$ cat src/rtl/core/ata_tf_pkg.sv
// types, register codes and opcode selection shared by the task-file command issuer
package ata_tf_pkg;

   // request codes
   localparam logic [1:0] CMD_READ  = 2'd0;
   localparam logic [1:0] CMD_WRITE = 2'd1;
   localparam logic [1:0] CMD_FLUSH = 2'd2;

   // task-file register targets
   localparam logic [3:0] REG_COUNT   = 4'd2;
   localparam logic [3:0] REG_LBA_LO  = 4'd3;
   localparam logic [3:0] REG_LBA_MID = 4'd4;
   localparam logic [3:0] REG_LBA_HI  = 4'd5;
   localparam logic [3:0] REG_DEVICE  = 4'd6;
   localparam logic [3:0] REG_COMMAND = 4'd7;
   localparam logic [3:0] REG_CONTROL = 4'd8;

   // device byte and opcodes
   localparam logic [7:0] DEVICE_BASE      = 8'he0;
   localparam logic [7:0] OP_READ_PIO      = 8'h20;
   localparam logic [7:0] OP_READ_PIO_EXT  = 8'h24;
   localparam logic [7:0] OP_WRITE_PIO     = 8'h30;
   localparam logic [7:0] OP_WRITE_PIO_EXT = 8'h34;
   localparam logic [7:0] OP_READ_DMA      = 8'hc8;
   localparam logic [7:0] OP_READ_DMA_EXT  = 8'h25;
   localparam logic [7:0] OP_WRITE_DMA     = 8'hca;
   localparam logic [7:0] OP_WRITE_DMA_EXT = 8'h35;
   localparam logic [7:0] OP_FLUSH         = 8'he7;

   // longest sequence and the widths of its counters
   localparam int BEAT_MAX = 10;
   localparam int IDX_W    = $clog2(BEAT_MAX);
   localparam int LEN_W    = $clog2(BEAT_MAX + 1);

   typedef struct packed {
      logic [1:0]  cmd;
      logic        drive_select;
      logic [47:0] lba;
      logic [16:0] num_sectors;
   } req_type;

   typedef struct packed {
      logic [3:0] target;
      logic [7:0] value;
      logic       last;
   } rsp_type;

   // one decoded request: its beats in order and how many there are
   typedef struct packed {
      logic [LEN_W-1:0]             len;
      rsp_type [BEAT_MAX-1:0]       beats;
   } seq_type;

   function automatic rsp_type make_beat(input logic [3:0] target, input logic [7:0] value,
                                         input logic last);
      rsp_type b;
      b.target = target;
      b.value  = value;
      b.last   = last;
      return b;
   endfunction

   function automatic logic [7:0] pick_opcode(input logic is_write, input logic use_dma,
                                              input logic ext);
      logic [7:0] op;
      if (use_dma) begin
         if (is_write) op = ext ? OP_WRITE_DMA_EXT : OP_WRITE_DMA;
         else          op = ext ? OP_READ_DMA_EXT  : OP_READ_DMA;
      end else begin
         if (is_write) op = ext ? OP_WRITE_PIO_EXT : OP_WRITE_PIO;
         else          op = ext ? OP_READ_PIO_EXT  : OP_READ_PIO;
      end
      return op;
   endfunction

endpackage

$ cat src/rtl/core/ata_tf_builder.sv
// decodes one request into its ordered list of task-file register writes
module ata_tf_builder
   import ata_tf_pkg::*;
(
   input  req_type req,
   input  logic    dma_mode,
   output seq_type seq
);

   logic       ext;
   logic       count_big;
   logic [7:0] dev;
   logic [7:0] op;

   // lba48 when the address needs more than 28 bits or the count exceeds 256
   assign count_big = (req.num_sectors[16:9] != 8'd0) ||
                      (req.num_sectors[8] && (req.num_sectors[7:0] != 8'd0));
   assign ext = (req.lba[47:28] != 20'd0) || count_big;
   assign dev = DEVICE_BASE | {3'b000, req.drive_select, 4'b0000};
   assign op  = pick_opcode(req.cmd == CMD_WRITE, dma_mode, ext);

   // beat list
   always_comb begin
      seq.len   = '0;
      seq.beats = '0;
      case (req.cmd)
         CMD_FLUSH: begin
            seq.len      = LEN_W'(3);
            seq.beats[0] = make_beat(REG_CONTROL, 8'h00, 1'b0);
            seq.beats[1] = make_beat(REG_DEVICE, dev, 1'b0);
            seq.beats[2] = make_beat(REG_COMMAND, OP_FLUSH, 1'b1);
         end
         CMD_READ, CMD_WRITE: begin
            if (ext) begin
               seq.len      = LEN_W'(10);
               seq.beats[0] = make_beat(REG_DEVICE, dev, 1'b0);
               seq.beats[1] = make_beat(REG_COUNT, req.num_sectors[15:8], 1'b0);
               seq.beats[2] = make_beat(REG_LBA_LO, req.lba[31:24], 1'b0);
               seq.beats[3] = make_beat(REG_LBA_MID, req.lba[39:32], 1'b0);
               seq.beats[4] = make_beat(REG_LBA_HI, req.lba[47:40], 1'b0);
               seq.beats[5] = make_beat(REG_COUNT, req.num_sectors[7:0], 1'b0);
               seq.beats[6] = make_beat(REG_LBA_LO, req.lba[7:0], 1'b0);
               seq.beats[7] = make_beat(REG_LBA_MID, req.lba[15:8], 1'b0);
               seq.beats[8] = make_beat(REG_LBA_HI, req.lba[23:16], 1'b0);
               seq.beats[9] = make_beat(REG_COMMAND, op, 1'b1);
            end else begin
               // a full count of 256 falls out as 0 in the low byte
               seq.len      = LEN_W'(7);
               seq.beats[0] = make_beat(REG_CONTROL, 8'h00, 1'b0);
               seq.beats[1] = make_beat(REG_DEVICE, dev | {4'b0000, req.lba[27:24]}, 1'b0);
               seq.beats[2] = make_beat(REG_COUNT, req.num_sectors[7:0], 1'b0);
               seq.beats[3] = make_beat(REG_LBA_LO, req.lba[7:0], 1'b0);
               seq.beats[4] = make_beat(REG_LBA_MID, req.lba[15:8], 1'b0);
               seq.beats[5] = make_beat(REG_LBA_HI, req.lba[23:16], 1'b0);
               seq.beats[6] = make_beat(REG_COMMAND, op, 1'b1);
            end
         end
         default: begin
            seq.len = '0;
         end
      endcase
   end

endmodule

$ cat src/rtl/core/ata_tf_sequencer.sv
// holds the decoded beat list and sends one beat per cycle through the result register
module ata_tf_sequencer
   import ata_tf_pkg::*;
(
   input  logic    clock,
   input  logic    reset,
   input  logic    start,
   input  seq_type seq,
   output logic    busy,
   output logic    rsp_strobe,
   output rsp_type rsp_payload
);

   seq_type          seq_ff,    seq_in;
   logic [IDX_W-1:0] idx_ff,    idx_in;
   logic             active_ff, active_in;
   logic             strobe_ff, strobe_in;
   rsp_type          beat_ff,   beat_in;

   logic final_beat;
   logic accept;

   // the final beat leaves this cycle, so a new request may enter
   assign final_beat = active_ff && (LEN_W'(idx_ff) == seq_ff.len - LEN_W'(1));
   assign busy       = active_ff && !final_beat;
   assign accept     = start && !busy;

   // next state
   always_comb begin
      seq_in    = seq_ff;
      idx_in    = idx_ff;
      active_in = active_ff;
      strobe_in = active_ff;
      beat_in   = active_ff ? seq_ff.beats[idx_ff] : beat_ff;
      if (accept) begin
         seq_in    = seq;
         idx_in    = '0;
         active_in = (seq.len != '0);
      end else if (active_ff) begin
         if (final_beat) begin
            active_in = 1'b0;
         end else begin
            idx_in = idx_ff + IDX_W'(1);
         end
      end
   end

   // state and result register
   always_ff @(posedge clock) begin
      if (reset) begin
         active_ff <= 1'b0;
         strobe_ff <= 1'b0;
      end else begin
         active_ff <= active_in;
         strobe_ff <= strobe_in;
      end
      seq_ff  <= seq_in;
      idx_ff  <= idx_in;
      beat_ff <= beat_in;
   end

   assign rsp_strobe  = strobe_ff;
   assign rsp_payload = beat_ff;

endmodule

$ cat src/rtl/core/ata_taskfile_command_issuer.sv
// top level of the ata task-file command issuer
// A request is taken at a clock edge where start is high and busy is low; it
// becomes 3 (flush), 7 (lba28) or 10 (lba48) register-write beats, one per
// cycle on rsp_strobe/rsp_payload; the beat list is registered and each beat
// then passes through the result register. The single result register sets
// the rate: one beat per cycle, and the next request is taken in the cycle
// its predecessor's final beat is loaded. An unused command code yields no
// beats and leaves busy low. The receiver cannot stall: every beat is valid
// for exactly one cycle and must be taken. The user writes dma_mode through
// csr_write_enable/csr_write_data only while idle, not enforced by the block.
module ata_taskfile_command_issuer
   import ata_tf_pkg::*;
(
   input  logic    clock,
   input  logic    reset,
   input  logic    start,
   output logic    busy,
   input  req_type req_payload,
   output logic    rsp_strobe,
   output rsp_type rsp_payload,
   input  logic    csr_write_enable,
   input  logic    csr_write_data
);

   logic    dma_mode_ff, dma_mode_in;
   seq_type seq;

   // dma mode register
   assign dma_mode_in = csr_write_enable ? csr_write_data : dma_mode_ff;

   always_ff @(posedge clock) begin
      if (reset) begin
         dma_mode_ff <= 1'b0;
      end else begin
         dma_mode_ff <= dma_mode_in;
      end
   end

   // request decode
   ata_tf_builder u_builder (
      .req      (req_payload),
      .dma_mode (dma_mode_ff),
      .seq      (seq)
   );

   // beat sequencing
   ata_tf_sequencer u_sequencer (
      .clock       (clock),
      .reset       (reset),
      .start       (start),
      .seq         (seq),
      .busy        (busy),
      .rsp_strobe  (rsp_strobe),
      .rsp_payload (rsp_payload)
   );

endmodule

$ cat config.mk
export PLATFORM = sky130hd
export DESIGN_NAME = ata_taskfile_command_issuer
export DESIGN_NICKNAME = d
export VERILOG_FILES = /design/src/rtl/core/ata_tf_pkg.sv /design/src/rtl/core/ata_tf_builder.sv /design/src/rtl/core/ata_tf_sequencer.sv /design/src/rtl/core/ata_taskfile_command_issuer.sv
export SDC_FILE = /design/constraint.sdc
export NUM_CORES = 1
export LEC_CHECK = 0
export BUFFER_PORTS_ARGS = -buffer_cell sky130_fd_sc_hd__buf_4
export CAP_MARGIN = 20
export CORE_MARGIN = 5
export CORE_UTILIZATION = 55
export CTS_CLUSTER_DIAMETER = 30
export DETAILED_ROUTE_END_ITERATION = 12
export PLACE_DENSITY = 0.76
export SLEW_MARGIN = 30
export SYNTH_ARGS = -nofsm -noshare
export SYNTH_HDL_FRONTEND = slang
export SYNTH_HIERARCHICAL = 1
export SYNTH_SLANG_ARGS = --single-unit
$ cat constraint.sdc
create_clock -name clock -period 7.26 [get_ports clock]
set_clock_uncertainty 0.2 [all_clocks]
set_input_delay 1.815 -clock clock [delete_from_list [all_inputs] [get_ports clock]]
set_output_delay 1.815 -clock clock [all_outputs]
set_load 0.03 [all_outputs]
* Word level (Yosys, flattened, before mapping)
Cells that the tools add are included.
** Cells by class
- Reductions and logical operators :: 16
- Bitwise operators :: 2
- Mux-type cells :: 17
- Order comparisons :: 1
- Eq/ne operators :: 3
- $add $sub $neg :: 2
** Operators with widths (count)
- 90-bit two-way mux :: 1
- 39-bit case mux with 2 select lines :: 1
- 13-bit binary-select mux with 4-bit select :: 1
- 8-bit two-way mux :: 5
- 38-bit two-way mux :: 1
- 20-bit nonzero test :: 1
- 8-bit nonzero test :: 2
- 13-bit two-way mux :: 1
- 8-bit by 4-bit bitwise OR with 8-bit output :: 1
- 4-bit case mux with 2 select lines :: 1
- 3-bit two-way mux :: 2
- 4-bit by 5-bit < comparator with 1-bit output (second input constant) :: 1
- 4-bit by 1-bit adder with 4-bit output (second input constant) :: 1
- 4-bit == test :: 1
- 1-bit logical AND :: 4
- 4-bit two-way mux :: 1
- 2-bit AND reduction :: 2
- 4-bit nonzero test :: 1
- 4-bit by 1-bit subtractor with 4-bit output (second input constant) :: 1
- 1-bit two-way mux :: 3
- 2-bit by 1-bit == test with 1-bit output (second input constant) :: 1
- 2-bit == test (second input constant) :: 1
- 1-bit logical NOT :: 2
- 2-bit logical NOT :: 1
- 3 further kinds :: 4
** Word-level totals
- Output and inout bits :: 15
- Input bits :: 73
- Bits in registers :: 154
- Logic and storage cells :: 79

* Depth between registers and ports, before layout
- Depth in word-level cells :: 9
- Gate-level depth with buffers :: 9
- Depth with buffers taken out :: 6

* Hierarchy
Netlist, hierarchy kept.
** By module, submodules not included
- ata_tf_sequencer :: seq. area each 4534.3 µm², cells each 263, area an instance 5854.4 µm², times used 1
- ata_tf_builder :: seq. area each 0.0 µm², cells each 219, area an instance 1496.4 µm², times used 1
- ata_taskfile_command_issuer :: seq. area each 20.0 µm², cells each 3, area an instance 33.8 µm², times used 1

* Least setup slack after synthesis
OpenSTA, ideal clock, no wires.
- Path type :: in2reg
- From :: input start
- To :: register u_sequencer/seq_ff[0] (netlist bit), enable pin
- Setup time :: 0.509 ns
- Setup slack :: 1.669 ns
- Path buffers :: 0
- Data required time :: 6.551 ns
- Stages on the path :: 1
- Data arrival time :: 4.882 ns
- Cell sequence :: and2_1
** On the way
- Longest elaborated chain between the ends :: 1
** RTL lines
- from (decl) :: RTL line ata_taskfile_command_issuer.sv:16 : input logic start,
- 1-bit logical AND :: RTL line ata_tf_sequencer.sv:26 : assign accept = start && !busy;
- to (signal assigned) :: RTL line ata_tf_sequencer.sv:57 : seq_ff <= seq_in;
- to (decl) :: RTL line ata_tf_sequencer.sv:14 : seq_type seq_ff, seq_in;
No other way between the ends.
A chain may end at the register's enable or synchronous reset.

* Worst setup path after layout
- From :: input req_payload[58] (netlist bit)
- To :: register u_sequencer.active_ff
** On the way
- Longest elaborated chain between the ends :: 6
** RTL lines
- from (decl) :: RTL line ata_taskfile_command_issuer.sv:18 : input req_type req_payload,
- 20-bit nonzero test :: RTL line ata_tf_builder.sv:18 : assign ext = (req.lba[47:28] != 20'd0) || count_big;
- 1-bit logical OR :: RTL line ata_tf_builder.sv:18
- 4-bit two-way mux :: RTL line ata_tf_builder.sv:34 : if (ext) begin
- 4-bit case mux with 2 select lines :: RTL line ata_tf_builder.sv:26 : case (req.cmd)
- 4-bit nonzero test :: RTL line ata_tf_sequencer.sv:38 : active_in = (seq.len != '0);
- 1-bit two-way mux :: RTL line ata_tf_sequencer.sv:35 : if (accept) begin
- to (signal assigned) :: RTL line ata_tf_sequencer.sv:54 : active_ff <= active_in;
- to (decl) :: RTL line ata_tf_sequencer.sv:16 : logic active_ff, active_in;
No other way between the ends.

==> reports/metrics.cfg <==
[sta]
setup_viol=0
fmax_ghz=0.226
post-route-period-util_pct=60.9
fin_crit_ns=4.42
tns_ns=0
relSlewSlack_pct=32.2
timing.final.ws_setup_ns=2.84
hold_ws_ns=0.410
worstMarginPinSlew_ns=1.02
hold_viol_final=0
rsz0062_at_grt=false
drv_slew=0

[global_routing]
antenna_found_initial=0
grt-ovfl-total=0
grt_pass1_wl_um=24500
track_usage_pct=20.1
grt_max_degree=83
grt_pass1_vias=4496

[outcome]
status=complete, no violations

[layout]
post_route_cells_drive_above_1_share_pct=31.7
multi_input_area_um2=2280
fillers=922
syn2layout_area_growth_pct=14.1
n_antenna_cell=0
final_net_count=614
final_cells=728
design_area_um2=8420
seq_area_um2=4560

[clocking]
cts_tree=done
postCtsHoldBufs=0
ctsHtreeMaxLevel=4
clkLatencyLatePin_ns=0.41
cts_root_buf=clkbuf_16
clkSinkCount=154
numCtsBuffers=17
ctsResizeCount=0
postCtsSetupBuffers=0
clk_pin_slew_ns=0.06
clk_path_buf_depth=2

[setup_path]
arrival_ns=4.51
critPathMaxFanout=23
criticalPathCategory=in2reg
worstSetupEndpointType=register
crit_path_start_kind=input pin
cp.required_ns=7.35

[yosys]
synth_edf_count=147
ys.warnings.count=6
async_reset_ff_share_pct=0
postSynthCellCount=485
synth_area_um2=7380
ys_seq_area_share_pct=61.7
ys.flop_type=edfxtp_1
ys_seq_elements=154
postSynthAreaPerCell_um2=15.2
yosys.cell_types.count=59

[worst_hold_path]
hp-class=reg2reg

[route]
drcViolationCount=0
drt_wl_total_um=15500
initialDrtViolationCount=491
viasPerCell=5.91
dr.pass1.iters=5
vias=4302
final_antenna_net_count=0
wl_per_cell_um=21.3

[die]
die_area_um2=15800
chipWidth_um=126
core_area_um2=13200
die_h_um=126
rows=42
start_util_pct=56.0
pin_count=88

[flow_run]
maxCapViolations=0

[power_and_ir_drop]
p_leak_nw=3.11
power.density_nw_per_um2=292
vdd_drop_max_v=0.000174

[placed_design]
placed_cell_area_um2=7780
dp_slack_ns=2.62
placed_cells=695
portBuffers=87
hpwl_um=10200
place_congestion=0.894

-- cell usage in the layout, fill, tap and decap left out, types with 11 or more instances in the layout --
cell type,count
buf_4,92
and2_1,19
conb_1,30
mux2i_1,38
mux4_2,26
clkbuf_16,17
nand2_1,23
a41oi_1,11
edfxtp_1,147
o22ai_1,14
nor2_1,15
-- registers in the layout, summed over array words and instances, names as in the netlist --
| register | count |
|---|---|
| u_sequencer/rsp_payload | 13 |
| u_sequencer/active_ff | 1 |
| u_sequencer/seq_ff | 134 |
| u_sequencer/idx_ff | 4 |
| u_sequencer/rsp_strobe | 1 |
| dma_mode_ff | 1 |
-- layer usage --
layer | vias up | track usage (%) | part of all wire (%)
met4 | 0 | 5.24 | 1.0
met3 | 27 | 4.78 | 8.8
met5 | - | 0 | 0
met1 | 2093 | 27.8 | 41
met2 | 269 | 32.4 | 49
li1 | 1913 | - | -
-- logic make-up (layout without fill, tap and decap cells) --
kind of cell             count (synthesis)  count (layout)  synth area share, %
AO/OA/AOI/OAI                           67              67                 7.37
XOR/XNOR                                 5               5                 1.14
adder cells (fa/ha/maj)                  2               2                0.339
buffers and inverters                   96             134                 9.00
flip-flops                             154             154                 61.7
multiplexers                            65              65                 13.3
other                                    1              30               0.0508
AND/OR/NAND/NOR                         95              95                 7.15
-- synth_stat cells, types with 8 or more instances --
cell type	instances	area share, %
edfxtp_1	147	60
and2_1	20	1.7
a41oi_1	11	1.3
buf_4	60	6.1
mux4_2	26	7.9
o22ai_1	14	1.2
buf_2	9	0.61
nor4_1	8	0.68
nand2_1	23	1.2
nor2_1	15	0.76
mux2i_1	38	5.2
clkbuf_1	9	0.46
-- worst max-delay path, cell delays in order --
cell	delay [ns]
buf_4	0.12
nor4_1	0.60
and4_1	0.76
a31oi_2	0.40
buf_4	0.34
o41ai_1	0.35
a21oi_1	0.11
-- power by group --
group	internal, mW	total, mW	switching, mW
clock	0.585	0.915	0.330
sequential	1.08	1.11	0.0278
combinational	0.201	0.434	0.234
-- final timing paths --
path                            slack (ns)                   from  cells after the start                      to
worst max-delay path                  2.84        req_payload[58]                      7   u_sequencer/active_ff
worst min-delay path                  0.41  u_sequencer/idx_ff[2]                      2   u_sequencer/idx_ff[2]
worst max register to register        3.88  u_sequencer/idx_ff[3]                      5  u_sequencer/seq_ff[72]
worst min register to register        0.41  u_sequencer/idx_ff[2]                      2   u_sequencer/idx_ff[2]
-- area by class of cell --
| type | instances | share of cell area (%) |
|---|---|---|
| Sequential cell | 154 | 54.1 |
| Multi-Input combinational cell | 264 | 27.1 |
| Timing Repair Buffer | 93 | 8.44 |
| Clock buffer | 21 | 5.35 |
| Tap cell | 176 | 2.61 |
| Clock inverter | 11 | 2.01 |
| Inverter | 9 | 0.416 |
-- through the flow --
stage	util, %	total power [mW]
4_1_cts	63.7	2.47
3_5_place_dp	59.0	1.56
5_1_grt	63.9	2.56
6_report	63.9	2.46
3_3_place_gp	59.0	1.55
2_1_floorplan	-	1.46
Note: power is estimated with default switching activity, not from simulation.
